$ cat src/u8d_pkg.sv
// Shared types and constants of the UTF-8 code point decoder.
package u8d_pkg;

  // Input item as seen on the push side
  typedef struct packed {
    logic [7:0] data_byte;
    logic       end_of_string;
  } in_item_t;

  // Result item as seen on the pop side
  typedef struct packed {
    logic [20:0] code_point;
    logic        was_replaced;
    logic        run_last;
    logic        string_last;
  } out_item_t;

  // Classified item between front and back; len_code is sequence length minus one
  typedef struct packed {
    logic [7:0] data_byte;
    logic       end_of_string;
    logic [1:0] len_code;
  } cls_item_t;

  // Sequence length codes
  localparam logic [1:0] LEN_1 = 2'd0;
  localparam logic [1:0] LEN_2 = 2'd1;
  localparam logic [1:0] LEN_3 = 2'd2;
  localparam logic [1:0] LEN_4 = 2'd3;

  // Byte ranges
  localparam logic [7:0] CONT_MIN    = 8'h80;
  localparam logic [7:0] CONT_MAX    = 8'hBF;
  localparam logic [7:0] LEAD2_MIN   = 8'hC0;
  localparam logic [7:0] LEAD_OK_MIN = 8'hC2;
  localparam logic [7:0] LEAD3_MIN   = 8'hE0;
  localparam logic [7:0] LEAD_SURR   = 8'hED;
  localparam logic [7:0] LEAD4_MIN   = 8'hF0;
  localparam logic [7:0] LEAD_MAX    = 8'hF4;
  localparam logic [7:0] E0_B1_MIN   = 8'hA0;
  localparam logic [7:0] ED_B1_MAX   = 8'h9F;
  localparam logic [7:0] F0_B1_MIN   = 8'h90;
  localparam logic [7:0] F4_B1_MAX   = 8'h8F;

  // Code point constants
  localparam logic [20:0] CP_REPLACEMENT = 21'h00FFFD;
  localparam logic [20:0] CP_MAX         = 21'h10FFFF;
  localparam logic [20:0] SURR_LO        = 21'h00D800;
  localparam logic [20:0] SURR_HI        = 21'h00DFFF;

endpackage

$ cat src/utf8_code_point_decoder_core.sv
// Top level of the UTF-8 to code point decoder.
// Bytes enter through a queue interface (push/full) and code points leave
// through one (empty/pop). A front end tags each byte with the sequence
// length it announces and queues it; a back end keeps up to four pending
// bytes and runs one decode step per cycle while the result queue has
// room, each step giving at most one code point. A byte that yields zero
// or one result does not hold up the next one, so well-formed text streams
// at one byte per cycle on the same condition; a byte that completes k
// results (after a rescan of an invalid sequence, or at a string end)
// keeps the back end busy, taking no new byte, until all k are given, at
// most four. A byte passes through the input queue and is decoded as the
// back end takes it; its results are registered in the result queue.
module utf8_code_point_decoder_core #(
  parameter int IN_DEPTH  = 2,
  parameter int OUT_DEPTH = 2
) (
  input  logic               clk,
  input  logic               rst_n,
  input  logic               push,
  output logic               full,
  input  u8d_pkg::in_item_t  in_item,
  output logic               empty,
  input  logic               pop,
  output u8d_pkg::out_item_t out_item
);

  u8d_pkg::cls_item_t q_item;
  logic               q_empty;
  logic               q_pop;

  u8d_front #(
    .DEPTH (IN_DEPTH)
  ) u_front (
    .clk     (clk),
    .rst_n   (rst_n),
    .push    (push),
    .full    (full),
    .in_item (in_item),
    .q_item  (q_item),
    .q_empty (q_empty),
    .q_pop   (q_pop)
  );

  u8d_back #(
    .DEPTH (OUT_DEPTH)
  ) u_back (
    .clk      (clk),
    .rst_n    (rst_n),
    .q_item   (q_item),
    .q_empty  (q_empty),
    .q_pop    (q_pop),
    .empty    (empty),
    .pop      (pop),
    .out_item (out_item)
  );

endmodule

$ cat src/u8d_fifo.sv
// Small register-based FIFO with count, used on both sides of the decoder.
module u8d_fifo #(
  parameter int WIDTH = 8,
  parameter int DEPTH = 2
) (
  input  logic             clk,
  input  logic             rst_n,
  input  logic             wr_en,
  input  logic [WIDTH-1:0] wr_data,
  input  logic             rd_en,
  output logic [WIDTH-1:0] rd_data,
  output logic             full,
  output logic             empty
);

  localparam int PTR_W = (DEPTH > 1) ? $clog2(DEPTH) : 1;
  localparam int CNT_W = $clog2(DEPTH + 1);

  logic [WIDTH-1:0] mem_r [DEPTH];
  logic [PTR_W-1:0] wr_ptr_r, wr_ptr_nxt;
  logic [PTR_W-1:0] rd_ptr_r, rd_ptr_nxt;
  logic [CNT_W-1:0] count_r, count_nxt;
  logic             do_wr, do_rd;

  assign full    = (count_r == CNT_W'(DEPTH));
  assign empty   = (count_r == '0);
  assign do_wr   = wr_en && !full;
  assign do_rd   = rd_en && !empty;
  assign rd_data = mem_r[rd_ptr_r];

  // Pointer and count update
  always_comb begin
    wr_ptr_nxt = wr_ptr_r;
    rd_ptr_nxt = rd_ptr_r;
    count_nxt  = count_r;
    if (do_wr) begin
      wr_ptr_nxt = (wr_ptr_r == PTR_W'(DEPTH - 1)) ? '0 : wr_ptr_r + PTR_W'(1);
    end
    if (do_rd) begin
      rd_ptr_nxt = (rd_ptr_r == PTR_W'(DEPTH - 1)) ? '0 : rd_ptr_r + PTR_W'(1);
    end
    if (do_wr && !do_rd) begin
      count_nxt = count_r + CNT_W'(1);
    end else if (do_rd && !do_wr) begin
      count_nxt = count_r - CNT_W'(1);
    end
  end

  always_ff @(posedge clk) begin
    if (!rst_n) begin
      wr_ptr_r <= '0;
      rd_ptr_r <= '0;
      count_r  <= '0;
    end else begin
      wr_ptr_r <= wr_ptr_nxt;
      rd_ptr_r <= rd_ptr_nxt;
      count_r  <= count_nxt;
    end
  end

  // Storage, no reset
  always_ff @(posedge clk) begin
    if (do_wr) begin
      mem_r[wr_ptr_r] <= wr_data;
    end
  end

endmodule

$ cat src/u8d_front.sv
// Front end: accepts bytes, tags each with its sequence length, queues them.
module u8d_front #(
  parameter int DEPTH = 2
) (
  input  logic                clk,
  input  logic                rst_n,
  input  logic                push,
  output logic                full,
  input  u8d_pkg::in_item_t   in_item,
  output u8d_pkg::cls_item_t  q_item,
  output logic                q_empty,
  input  logic                q_pop
);

  u8d_pkg::cls_item_t cls;

  // Length of the sequence a byte would announce as a lead byte
  function automatic logic [1:0] len_code_of(input logic [7:0] b);
    logic [1:0] code;
    if (b < u8d_pkg::LEAD2_MIN || b > u8d_pkg::LEAD_MAX) begin
      code = u8d_pkg::LEN_1;
    end else if (b < u8d_pkg::LEAD3_MIN) begin
      code = u8d_pkg::LEN_2;
    end else if (b < u8d_pkg::LEAD4_MIN) begin
      code = u8d_pkg::LEN_3;
    end else begin
      code = u8d_pkg::LEN_4;
    end
    return code;
  endfunction

  // Classify on the way in
  always_comb begin
    cls.data_byte     = in_item.data_byte;
    cls.end_of_string = in_item.end_of_string;
    cls.len_code      = len_code_of(in_item.data_byte);
  end

  u8d_fifo #(
    .WIDTH ($bits(u8d_pkg::cls_item_t)),
    .DEPTH (DEPTH)
  ) u_queue (
    .clk     (clk),
    .rst_n   (rst_n),
    .wr_en   (push),
    .wr_data (cls),
    .rd_en   (q_pop),
    .rd_data (q_item),
    .full    (full),
    .empty   (q_empty)
  );

endmodule

$ cat src/u8d_back.sv
// Back end: pending byte buffer, one decode step per cycle while the result queue has room, result queue.
module u8d_back #(
  parameter int DEPTH = 2
) (
  input  logic                clk,
  input  logic                rst_n,
  input  u8d_pkg::cls_item_t  q_item,
  input  logic                q_empty,
  output logic                q_pop,
  output logic                empty,
  input  logic                pop,
  output u8d_pkg::out_item_t  out_item
);

  // Pending bytes with their length codes
  logic [7:0] buf_r [4];
  logic [7:0] buf_nxt [4];
  logic [1:0] len_r [4];
  logic [1:0] len_nxt [4];
  logic [2:0] cnt_r, cnt_nxt;
  logic       eos_r, eos_nxt;
  logic       busy_r, busy_nxt;

  logic               res_full;
  logic               take;
  logic               emit;
  u8d_pkg::out_item_t res;

  // Well-formedness of a complete sequence starting at b0
  function automatic logic seq_ok(input logic [7:0] b0, input logic [7:0] b1,
                                  input logic [7:0] b2, input logic [7:0] b3,
                                  input logic [1:0] code);
    logic ok;
    logic b2_ok, b3_ok;
    b2_ok = (b2 >= u8d_pkg::CONT_MIN) && (b2 <= u8d_pkg::CONT_MAX);
    b3_ok = (b3 >= u8d_pkg::CONT_MIN) && (b3 <= u8d_pkg::CONT_MAX);
    if (b0 >= u8d_pkg::CONT_MIN && b0 < u8d_pkg::LEAD_OK_MIN) begin
      ok = 1'b0;
    end else if (b0 > u8d_pkg::LEAD_MAX) begin
      ok = 1'b0;
    end else if (code == u8d_pkg::LEN_1) begin
      ok = 1'b1;
    end else if (code == u8d_pkg::LEN_3 && !b2_ok) begin
      ok = 1'b0;
    end else if (code == u8d_pkg::LEN_4 && !(b2_ok && b3_ok)) begin
      ok = 1'b0;
    end else begin
      unique case (b0)
        u8d_pkg::LEAD3_MIN: ok = (b1 >= u8d_pkg::E0_B1_MIN) && (b1 <= u8d_pkg::CONT_MAX);
        u8d_pkg::LEAD_SURR: ok = (b1 >= u8d_pkg::CONT_MIN) && (b1 <= u8d_pkg::ED_B1_MAX);
        u8d_pkg::LEAD4_MIN: ok = (b1 >= u8d_pkg::F0_B1_MIN) && (b1 <= u8d_pkg::CONT_MAX);
        u8d_pkg::LEAD_MAX:  ok = (b1 >= u8d_pkg::CONT_MIN) && (b1 <= u8d_pkg::F4_B1_MAX);
        default:            ok = (b1 >= u8d_pkg::CONT_MIN) && (b1 <= u8d_pkg::CONT_MAX);
      endcase
    end
    return ok;
  endfunction

  // Payload bits of the sequence
  function automatic logic [20:0] seq_cp(input logic [7:0] b0, input logic [7:0] b1,
                                         input logic [7:0] b2, input logic [7:0] b3,
                                         input logic [1:0] code);
    logic [20:0] cp;
    unique case (code)
      u8d_pkg::LEN_1: cp = {14'd0, b0[6:0]};
      u8d_pkg::LEN_2: cp = {10'd0, b0[4:0], b1[5:0]};
      u8d_pkg::LEN_3: cp = {5'd0, b0[3:0], b1[5:0], b2[5:0]};
      u8d_pkg::LEN_4: cp = {b0[2:0], b1[5:0], b2[5:0], b3[5:0]};
      default:        cp = '0;
    endcase
    return cp;
  endfunction

  assign take  = !busy_r && !q_empty && !res_full;
  assign q_pop = take;

  // One decode step on the buffer, with the incoming byte appended when taken
  always_comb begin
    logic [7:0]  v_b [4];
    logic [1:0]  v_l [4];
    logic [2:0]  c;
    logic [2:0]  n;
    logic [2:0]  d;
    logic [2:0]  rem;
    logic [2:0]  n_next;
    logic        e;
    logic        ok;
    logic        more;
    logic [20:0] cp;

    for (int i = 0; i < 4; i++) begin
      if (take && cnt_r == 3'(i)) begin
        v_b[i] = q_item.data_byte;
        v_l[i] = q_item.len_code;
      end else begin
        v_b[i] = buf_r[i];
        v_l[i] = len_r[i];
      end
    end
    c      = take ? cnt_r + 3'd1 : cnt_r;
    e      = take ? q_item.end_of_string : eos_r;
    n      = {1'b0, v_l[0]} + 3'd1;
    ok     = seq_ok(v_b[0], v_b[1], v_b[2], v_b[3], v_l[0]);
    cp     = seq_cp(v_b[0], v_b[1], v_b[2], v_b[3], v_l[0]);
    d      = ok ? n : 3'd1;
    rem    = c - d;
    n_next = {1'b0, v_l[d[1:0]]} + 3'd1;
    more   = (rem != 3'd0) && (e || rem >= n_next);

    emit     = 1'b0;
    res      = '0;
    cnt_nxt  = cnt_r;
    eos_nxt  = eos_r;
    busy_nxt = busy_r;
    for (int i = 0; i < 4; i++) begin
      buf_nxt[i] = buf_r[i];
      len_nxt[i] = len_r[i];
    end

    if (!res_full && (busy_r || take)) begin
      eos_nxt = e;
      if (c != 3'd0 && c >= n) begin
        // Complete sequence at the front: one result, drop it or its lead byte
        emit = 1'b1;
        if (!ok || cp > u8d_pkg::CP_MAX ||
            (cp >= u8d_pkg::SURR_LO && cp <= u8d_pkg::SURR_HI)) begin
          res.code_point   = u8d_pkg::CP_REPLACEMENT;
          res.was_replaced = 1'b1;
        end else begin
          res.code_point   = cp;
          res.was_replaced = 1'b0;
        end
        res.run_last    = !more;
        res.string_last = !more && e;
        unique case (d)
          3'd1: begin
            for (int i = 0; i < 3; i++) begin
              buf_nxt[i] = v_b[i+1];
              len_nxt[i] = v_l[i+1];
            end
          end
          3'd2: begin
            for (int i = 0; i < 2; i++) begin
              buf_nxt[i] = v_b[i+2];
              len_nxt[i] = v_l[i+2];
            end
          end
          3'd3: begin
            buf_nxt[0] = v_b[3];
            len_nxt[0] = v_l[3];
          end
          default: ;
        endcase
        cnt_nxt  = rem;
        busy_nxt = more;
      end else if (e) begin
        // String ends inside an unfinished sequence
        emit             = (c != 3'd0);
        res.code_point   = u8d_pkg::CP_REPLACEMENT;
        res.was_replaced = 1'b1;
        res.run_last     = 1'b1;
        res.string_last  = 1'b1;
        cnt_nxt          = 3'd0;
        busy_nxt         = 1'b0;
      end else begin
        // Wait for more bytes
        for (int i = 0; i < 4; i++) begin
          buf_nxt[i] = v_b[i];
          len_nxt[i] = v_l[i];
        end
        cnt_nxt  = c;
        busy_nxt = 1'b0;
      end
    end
  end

  // Control state
  always_ff @(posedge clk) begin
    if (!rst_n) begin
      cnt_r  <= '0;
      eos_r  <= 1'b0;
      busy_r <= 1'b0;
    end else begin
      cnt_r  <= cnt_nxt;
      eos_r  <= eos_nxt;
      busy_r <= busy_nxt;
    end
  end

  // Pending bytes, no reset
  always_ff @(posedge clk) begin
    for (int i = 0; i < 4; i++) begin
      buf_r[i] <= buf_nxt[i];
      len_r[i] <= len_nxt[i];
    end
  end

  u8d_fifo #(
    .WIDTH ($bits(u8d_pkg::out_item_t)),
    .DEPTH (DEPTH)
  ) u_results (
    .clk     (clk),
    .rst_n   (rst_n),
    .wr_en   (emit),
    .wr_data (res),
    .rd_en   (pop),
    .rd_data (out_item),
    .full    (res_full),
    .empty   (empty)
  );

endmodule
$ cat config.mk
export PLATFORM = sky130hd
export DESIGN_NAME = utf8_code_point_decoder_core
export DESIGN_NICKNAME = d
export VERILOG_FILES = /design/src/u8d_pkg.sv /design/src/utf8_code_point_decoder_core.sv /design/src/u8d_fifo.sv /design/src/u8d_front.sv /design/src/u8d_back.sv
export SDC_FILE = /design/constraint.sdc
export NUM_CORES = 1
export LEC_CHECK = 0
export BUFFER_PORTS_ARGS = -buffer_cell sky130_fd_sc_hd__buf_2
export CORE_MARGIN = 5
export CORE_UTILIZATION = 60
export CTS_CLUSTER_DIAMETER = 40
export CTS_CLUSTER_SIZE = 20
export DETAILED_ROUTE_END_ITERATION = 10
export GPL_TIMING_DRIVEN = 0
export PLACE_DENSITY = 0.85
export REMOVE_ABC_BUFFERS = 1
export SETUP_SLACK_MARGIN = 0.15
export SKIP_LAST_GASP = 1
export SLEW_MARGIN = 30
export SYNTH_ARGS = -nofsm -noshare
export SYNTH_HDL_FRONTEND = slang
export SYNTH_SLANG_ARGS = --single-unit
$ cat constraint.sdc
create_clock -name clk -period 7.3 [get_ports clk]
set_clock_uncertainty 0.2 [all_clocks]
set_input_delay 1.46 -clock clk [delete_from_list [all_inputs] [get_ports clk]]
set_output_delay 1.46 -clock clk [all_outputs]
set_load 0.02 [all_outputs]
# Word-level counts from Yosys, hierarchy flattened
# Memory sizes are Yosys's and may differ from the RTL's. A register that Yosys moved wholly into a read port is not among the register bits.
# Index checks and enable logic that the tools add are counted.
[totals]
ff_bits = 13
ram_bits = 110
input_bits = 13
out_inout_bits = 26
word_cells = 184
n_memories = 4
[op_classes]
add_sub_neg = 12
n_lt_le_gt_ge = 23
eq_ne = 15
mux = 64
n_bitwise = 1
n_reduce_logical = 56
[mem_list]
columns = ["memory", "depth", "word_bits", "read_ports", "rd_ports_with_merged_regs", "write_ports", "line_no", "text"]
rows = [
  ["u_back.u_results.mem_r", 2, 24, 1, 1, 1, "u8d_fifo.sv:19", "logic [WIDTH-1:0] mem_r [DEPTH];"],
  ["u_back.buf_r", 4, 8, 4, 0, 4, "u8d_back.sv:16", "logic [7:0] buf_r [4];"],
  ["u_front.u_queue.mem_r", 2, 11, 1, 1, 1, "u8d_fifo.sv:19", ""],
  ["u_back.len_r", 4, 2, 4, 0, 4, "u8d_back.sv:18", "logic [1:0] len_r [4];"],
]
[op_table]
columns = ["op", "n"]
rows = [
  ["$pmux 21 s4", 1],
  ["$mux 24", 3],
  ["$mux 32", 2],
  ["$mux 8", 8],
  ["$ge 8x8->1 const B", 6],
  ["$le 8x8->1 const B", 5],
  ["$eq 8x8->1 const B", 4],
  ["$lt 8x8->1 const B", 4],
  ["$logic_and 1x1->1", 30],
  ["$mux 2", 14],
  ["$pmux 8 s3", 1],
  ["$mux 1", 23],
  ["$mux 22", 1],
  ["$ge 21x16->1 const B", 1],
  ["$gt 21x21->1 const B", 1],
  ["$le 21x16->1 const B", 1],
  ["$mux 19", 1],
  ["$gt 8x8->1 const B", 2],
  ["$pmux 8 s2", 1],
  ["$logic_not 1->1", 13],
  ["$eq 3x2->1 const B", 4],
  ["$mux 3", 4],
  ["$eq 2x2->1 const B", 4],
  ["$add 2x1->3 const B", 2],
  ["20 further kinds", 35],
]

# Logic depth before layout (Yosys ltp)
[depth]
word_depth = 29
mapped_depth = 30
mapped_depth_nobuf = 26

# By module
# A second synthesis with hierarchy kept.
[hier_totals]
hier_cells = 695
hier_area_um2 = 7549.7
[by_module_without_submodules]
columns = ["mod", "n_inst", "cells_per_inst", "area_each_um2", "seq_area_each_um2"]
rows = [
  ["u8d_back", 1, 529, 4513.1, 1301.2],
  ["u8d_fifo at u_back.u_results", 1, 100, 1960.6, 1541.5],
  ["u8d_fifo at u_front.u_queue", 1, 59, 1023.5, 760.7],
  ["u8d_front", 1, 7, 52.6, 0.0],
]

# Least setup slack after synthesis
# Ideal clock, no wire load.
[synth_timing]
kind = "flip-flop to flip-flop"
start = "register u_back.cnt_r[0]"
end = "register u_back.busy_r"
setup_time_ns = 0.117
arrival_time_ns = 5.477
required_time_ns = 6.983
slack_ns = 1.505
stages_incl_launch_ff = 29
n_path_buf = 4
synth_period_minus_slack_ns = 5.795
cell_sequence = "dfxtp_1 > inv_1 > ha_1 > nor3b_1 > and3_1 > buf_2 > mux2i_1 > clkbuf_1 > ha_1 > clkbuf_1 > nor2_1 > o311ai_0 > a311oi_2 > a21oi_1 > buf_2 > nor2_1 > nand2_1 > ha_1 > inv_1 > fa_1 > xnor2_1 > nor4b_1 > mux2i_1 > nand2_1 > ha_1 > a21oi_1 > a21oi_1 > and3_1 > o2bb2ai_1"
[synth_between]
elab_chain_cells = 23
[synth_rtl]
columns = ["item", "line_no", "text"]
rows = [
  ["start, declared", "u8d_back.sv:20", "logic [2:0] cnt_r, cnt_nxt;"],
  ["start signal, assigned", "u8d_back.sv:184", "cnt_r <= cnt_nxt;"],
  ["branches (longest 22 deep; another with $ge 8x8->1)", "-", ""],
  ["$mux 1 *", "u8d_back.sv:122", "if (c != 3'd0 && c >= n) begin"],
  ["end signal, assigned", "u8d_back.sv:186", "busy_r <= busy_nxt;"],
  ["end, declared", "u8d_back.sv:22", "logic busy_r, busy_nxt;"],
]
# Every way passes the cells marked *. The select of a mux whose other input is x is not followed.
# A chain may end at the register's enable or synchronous reset.

# Final worst setup path
# Ends and elaborated chain as after synthesis.

==> Implementation_results.wiki <==
{| class="wikitable"
! Metric !! Value
|-
| Run status || completed
|-
| Number of hold-slack violations in the final timing report || 0
|-
| Wire length of the first global-routing pass || 32000 um
|-
| IO Count || 39
|-
| Period utilisation layout || 94.4%
|-
| Avg Inst Size Synth || 10.4 um^2
|-
| Leading cell types by total area after synthesis || sky130_fd_sc_hd__edfxtp_1, sky130_fd_sc_hd__mux2_2, sky130_fd_sc_hd__dfxtp_1
|-
| Number of rows in the core area || 40
|-
| Aggregate global-route resource usage || 28.1%
|-
| CP top delay family || simple AND/OR/NAND/NOR gates
|-
| Flip-flop and latch area || 3610 um^2
|-
| Average wire per standard cell || approximately 22 um
|-
| HPWL after DPL || ~14000 um
|-
| Antenna diode count || 0
|-
| Synth unique cells || 77
|-
| TritonCTS clock tree || done
|-
| Stage delay of the slowest cell on the critical path || 490 ps
|-
| Area taken by multi-input logic gates || 3690 um^2
|-
| Capturing element type of the critical path || flip-flop
|-
| Area growth syn-to-layout || 12.3%
|-
| Horizontal extent of the die || 122 um
|-
| Hold_buf cts || 0
|-
| Required time of the critical path || 7400 ps
|-
| Endpoints failing setup || 0
|-
| Proportion of synthesized chip area in sequential cells || 48.1%
|-
| Clock-pin slew of the registers on the worst-case setup and hold paths || 60 ps
|-
| First-pass DRT Iterations || 6
|-
| Initial cell density of the core || just over 60%
|-
| R2R Setup Slk || slightly above 400 ps
|-
| Pin count of the biggest net entering global routing || 31
|-
| H-tree depth || 4
|-
| Core region area || around 12000 um^2
|-
| Library cell with the highest instance count after synthesis || sky130_fd_sc_hd__edfxtp_1
|-
| Post-Syn Area || 7500 um^2
|-
| CP startpoint kind || flip-flop
|-
| Count of mapped cells out of synthesis || 723
|-
| Number of synthesized register bits || around 130
|-
| Later-pin clock latency in the skew report || 430 ps
|-
| Initial antenna violation count || 0
|-
| Max-slew headroom || 34.9%
|-
| Final nets || just under 800
|-
| Dominant register cell in the synthesized netlist || sky130_fd_sc_hd__edfxtp_1
|-
| Vias in the first global route || around 6000
|-
| Critical setup path kind || reg2reg
|-
| Min Tclk post-route || 6890 ps
|-
| Share of the synthesized area in the top cell type || 44.1%
|-
| Clock tree sinks || ~130
|-
| Fillers || slightly above 900
|-
| Fraction of layout instances using a drive strength above 1 || between 20% and 30%
|-
| Class of the most critical hold timing path || reg2reg
|-
| WL final || 20700 um
|-
| Number of vias per cell || 7.01
|-
| Die area || about 15000 um^2
|-
| DRC || 0
|-
| Master of the slowest instance on the critical path || sky130_fd_sc_hd__mux2i_4
|-
| Most used standard cells in the synthesized netlist || sky130_fd_sc_hd__edfxtp_1, sky130_fd_sc_hd__nand2_1, sky130_fd_sc_hd__nor2_1
|-
| Largest area contributor in the synthesized netlist || sky130_fd_sc_hd__edfxtp_1
|-
| Port Buf Inserts || 38
|-
| Data arrival time at the worst-slack endpoint || about 7000 ps
|-
| Number of warnings printed during yosys synthesis || 0
|-
| Iteration-0 DRC Markers || 1001
|-
| FFs w/ async S/R, synth || 0%
|-
| Total number of vias || between 6000 and 7000
|-
| Number of enable-type register cells in the synthesized netlist || 110
|-
| Clock root cell || sky130_fd_sc_hd__clkbuf_16
|-
| Cell occurring most often along the worst timing path || sky130_fd_sc_hd__ha_1
|-
| Inserted Clock Buffers || 17
|-
| Maximum fanout along the worst path || 19
|-
| Slew at the pin closest to its max-slew limit || 967 ps
|-
| Final GP Congestion || 0.993
|-
| Crit path buffers/inverters || 4
|-
| Deepest clock path buffer count || 2
|-
| Number of max-cap violations || 0
|-
| Routed Antenna Nets || 0
|-
| Final core utilization || 69.5%
|-
| Global route overflow || 0
|-
| Final-report max-slew violation count || 0
|-
| Setup repair after global routing missed its margin || false
|-
| Die height || roughly 120 um
|-
| FMAX || 0.145 GHz
|}
cells by family (layout without fill, tap and decap cells):
kind of cell | count (synthesis) | count (layout) | share of synthesized area (%)
AND/OR/NAND/NOR | 242 | 242 | 16.3
AO/OA/AOI/OAI | 200 | 201 | 18.7
flip-flops | 125 | 125 | 48.1
buffers and inverters | 72 | 102 | 4.16
multiplexers | 54 | 54 | 8.16
adder cells (fa/ha/maj) | 20 | 20 | 3.44
XOR/XNOR | 10 | 10 | 1.17
metrics by stage:
step,hold slack (ps),TNS (ps),area (um^2),setup slack [ps],instances
6_report,319,0,8420,407,922
5_1_grt,359,0,8420,251,922
3_3_place_gp,290,-94110,7680,-2070,882
4_1_cts,323,0,8390,189,922
2_1_floorplan,272,0,7280,432,676
3_5_place_dp,305,-430,7790,-180,887
path summary, 6_finish.rpt:
path / to / start / cells after the start
hold reg to reg: u_back.u_results.rd_ptr_r / u_back.u_results.rd_ptr_r / 2
setup reg to reg: u_back.busy_r / u_back.cnt_r[0] / 26
setup / recovery: u_back.busy_r / u_back.cnt_r[0] / 26
hold / removal: u_back.u_results.rd_ptr_r / u_back.u_results.rd_ptr_r / 2
sequential cells by signal, summed over array words and instances (netlist names), 2 cells and up, named ones only:
signal	cells
u_back.u_results.mem_r	48
u_back.buf_r	32
u_front.u_queue.mem_r	22
u_back.len_r	8
u_back.cnt_r	3
u_back.u_results.count_r	2
u_front.u_queue.count_r	2
placed cells by master, fill, tap and decap left out, drive strengths merged, types with 4 or more instances in the layout:
cell type  Yosys  layout
clkinv         1       5
o22ai          4       4
and2           4       4
or3           16      16
edfxtp       110     110
and3           6       6
a41oi          8       8
o31ai         12      12
o311ai        14      14
xnor2          4       4
a31oi          6       6
o221ai         4       4
nand3b         4       4
nor2          64      64
a22oi          9       9
mux2          34      34
a211oi         6       6
a222oi         7       7
nand3         23      23
inv           24      24
a21oi         45      46
clkbuf        32      23
mux2i         20      20
dfxtp         15      15
nand4          8       8
xor2           6       6
nand2b        11      11
clkinvlp       0       5
o31a           5       5
buf           15      45
a32o           6       6
nor3          11      11
ha            19      19
nand2         67      67
a21o           8       8
o21ai         46      46
nor4          12      12
routing by layer:
metal  global-route usage, %  vias up  share of wire (%)
met3                    8.87      106                 11
met4                    12.3        0                4.4
met2                    45.3      454                 47
li1                        -     2838                  -
met1                    34.9     3067                 37
met5                       0        -                  0
cell type report:
| type | count | area share (%) |
|---|---|---|
| multi-input combinational | 527 | 43.8 |
| sequential | 125 | 42.8 |
| clock buffer | 23 | 6.08 |
| timing repair buffer | 45 | 3.00 |
| tap | 168 | 2.50 |
| inverter | 25 | 1.11 |
| clock inverter | 9 | 0.684 |
worst min-delay path, cell delays in order (launching register included):
cell and delay [ps]:
sky130_fd_sc_hd__dfxtp_1 330, sky130_fd_sc_hd__xor2_1 80, sky130_fd_sc_hd__nor2_1 80
repair_timing:
item / in CTS / in global routing
pin swaps: 2 / 0
gates resized for setup: 3 / 4
gates cloned: 1 / 0
buffers inserted: 2 / 0
endpoints found under the setup margin: 5 / 5
Power is left out: the tool's default activity adds up to more than one toggle a clock period on the data nets, which glitch-free logic cannot reach.
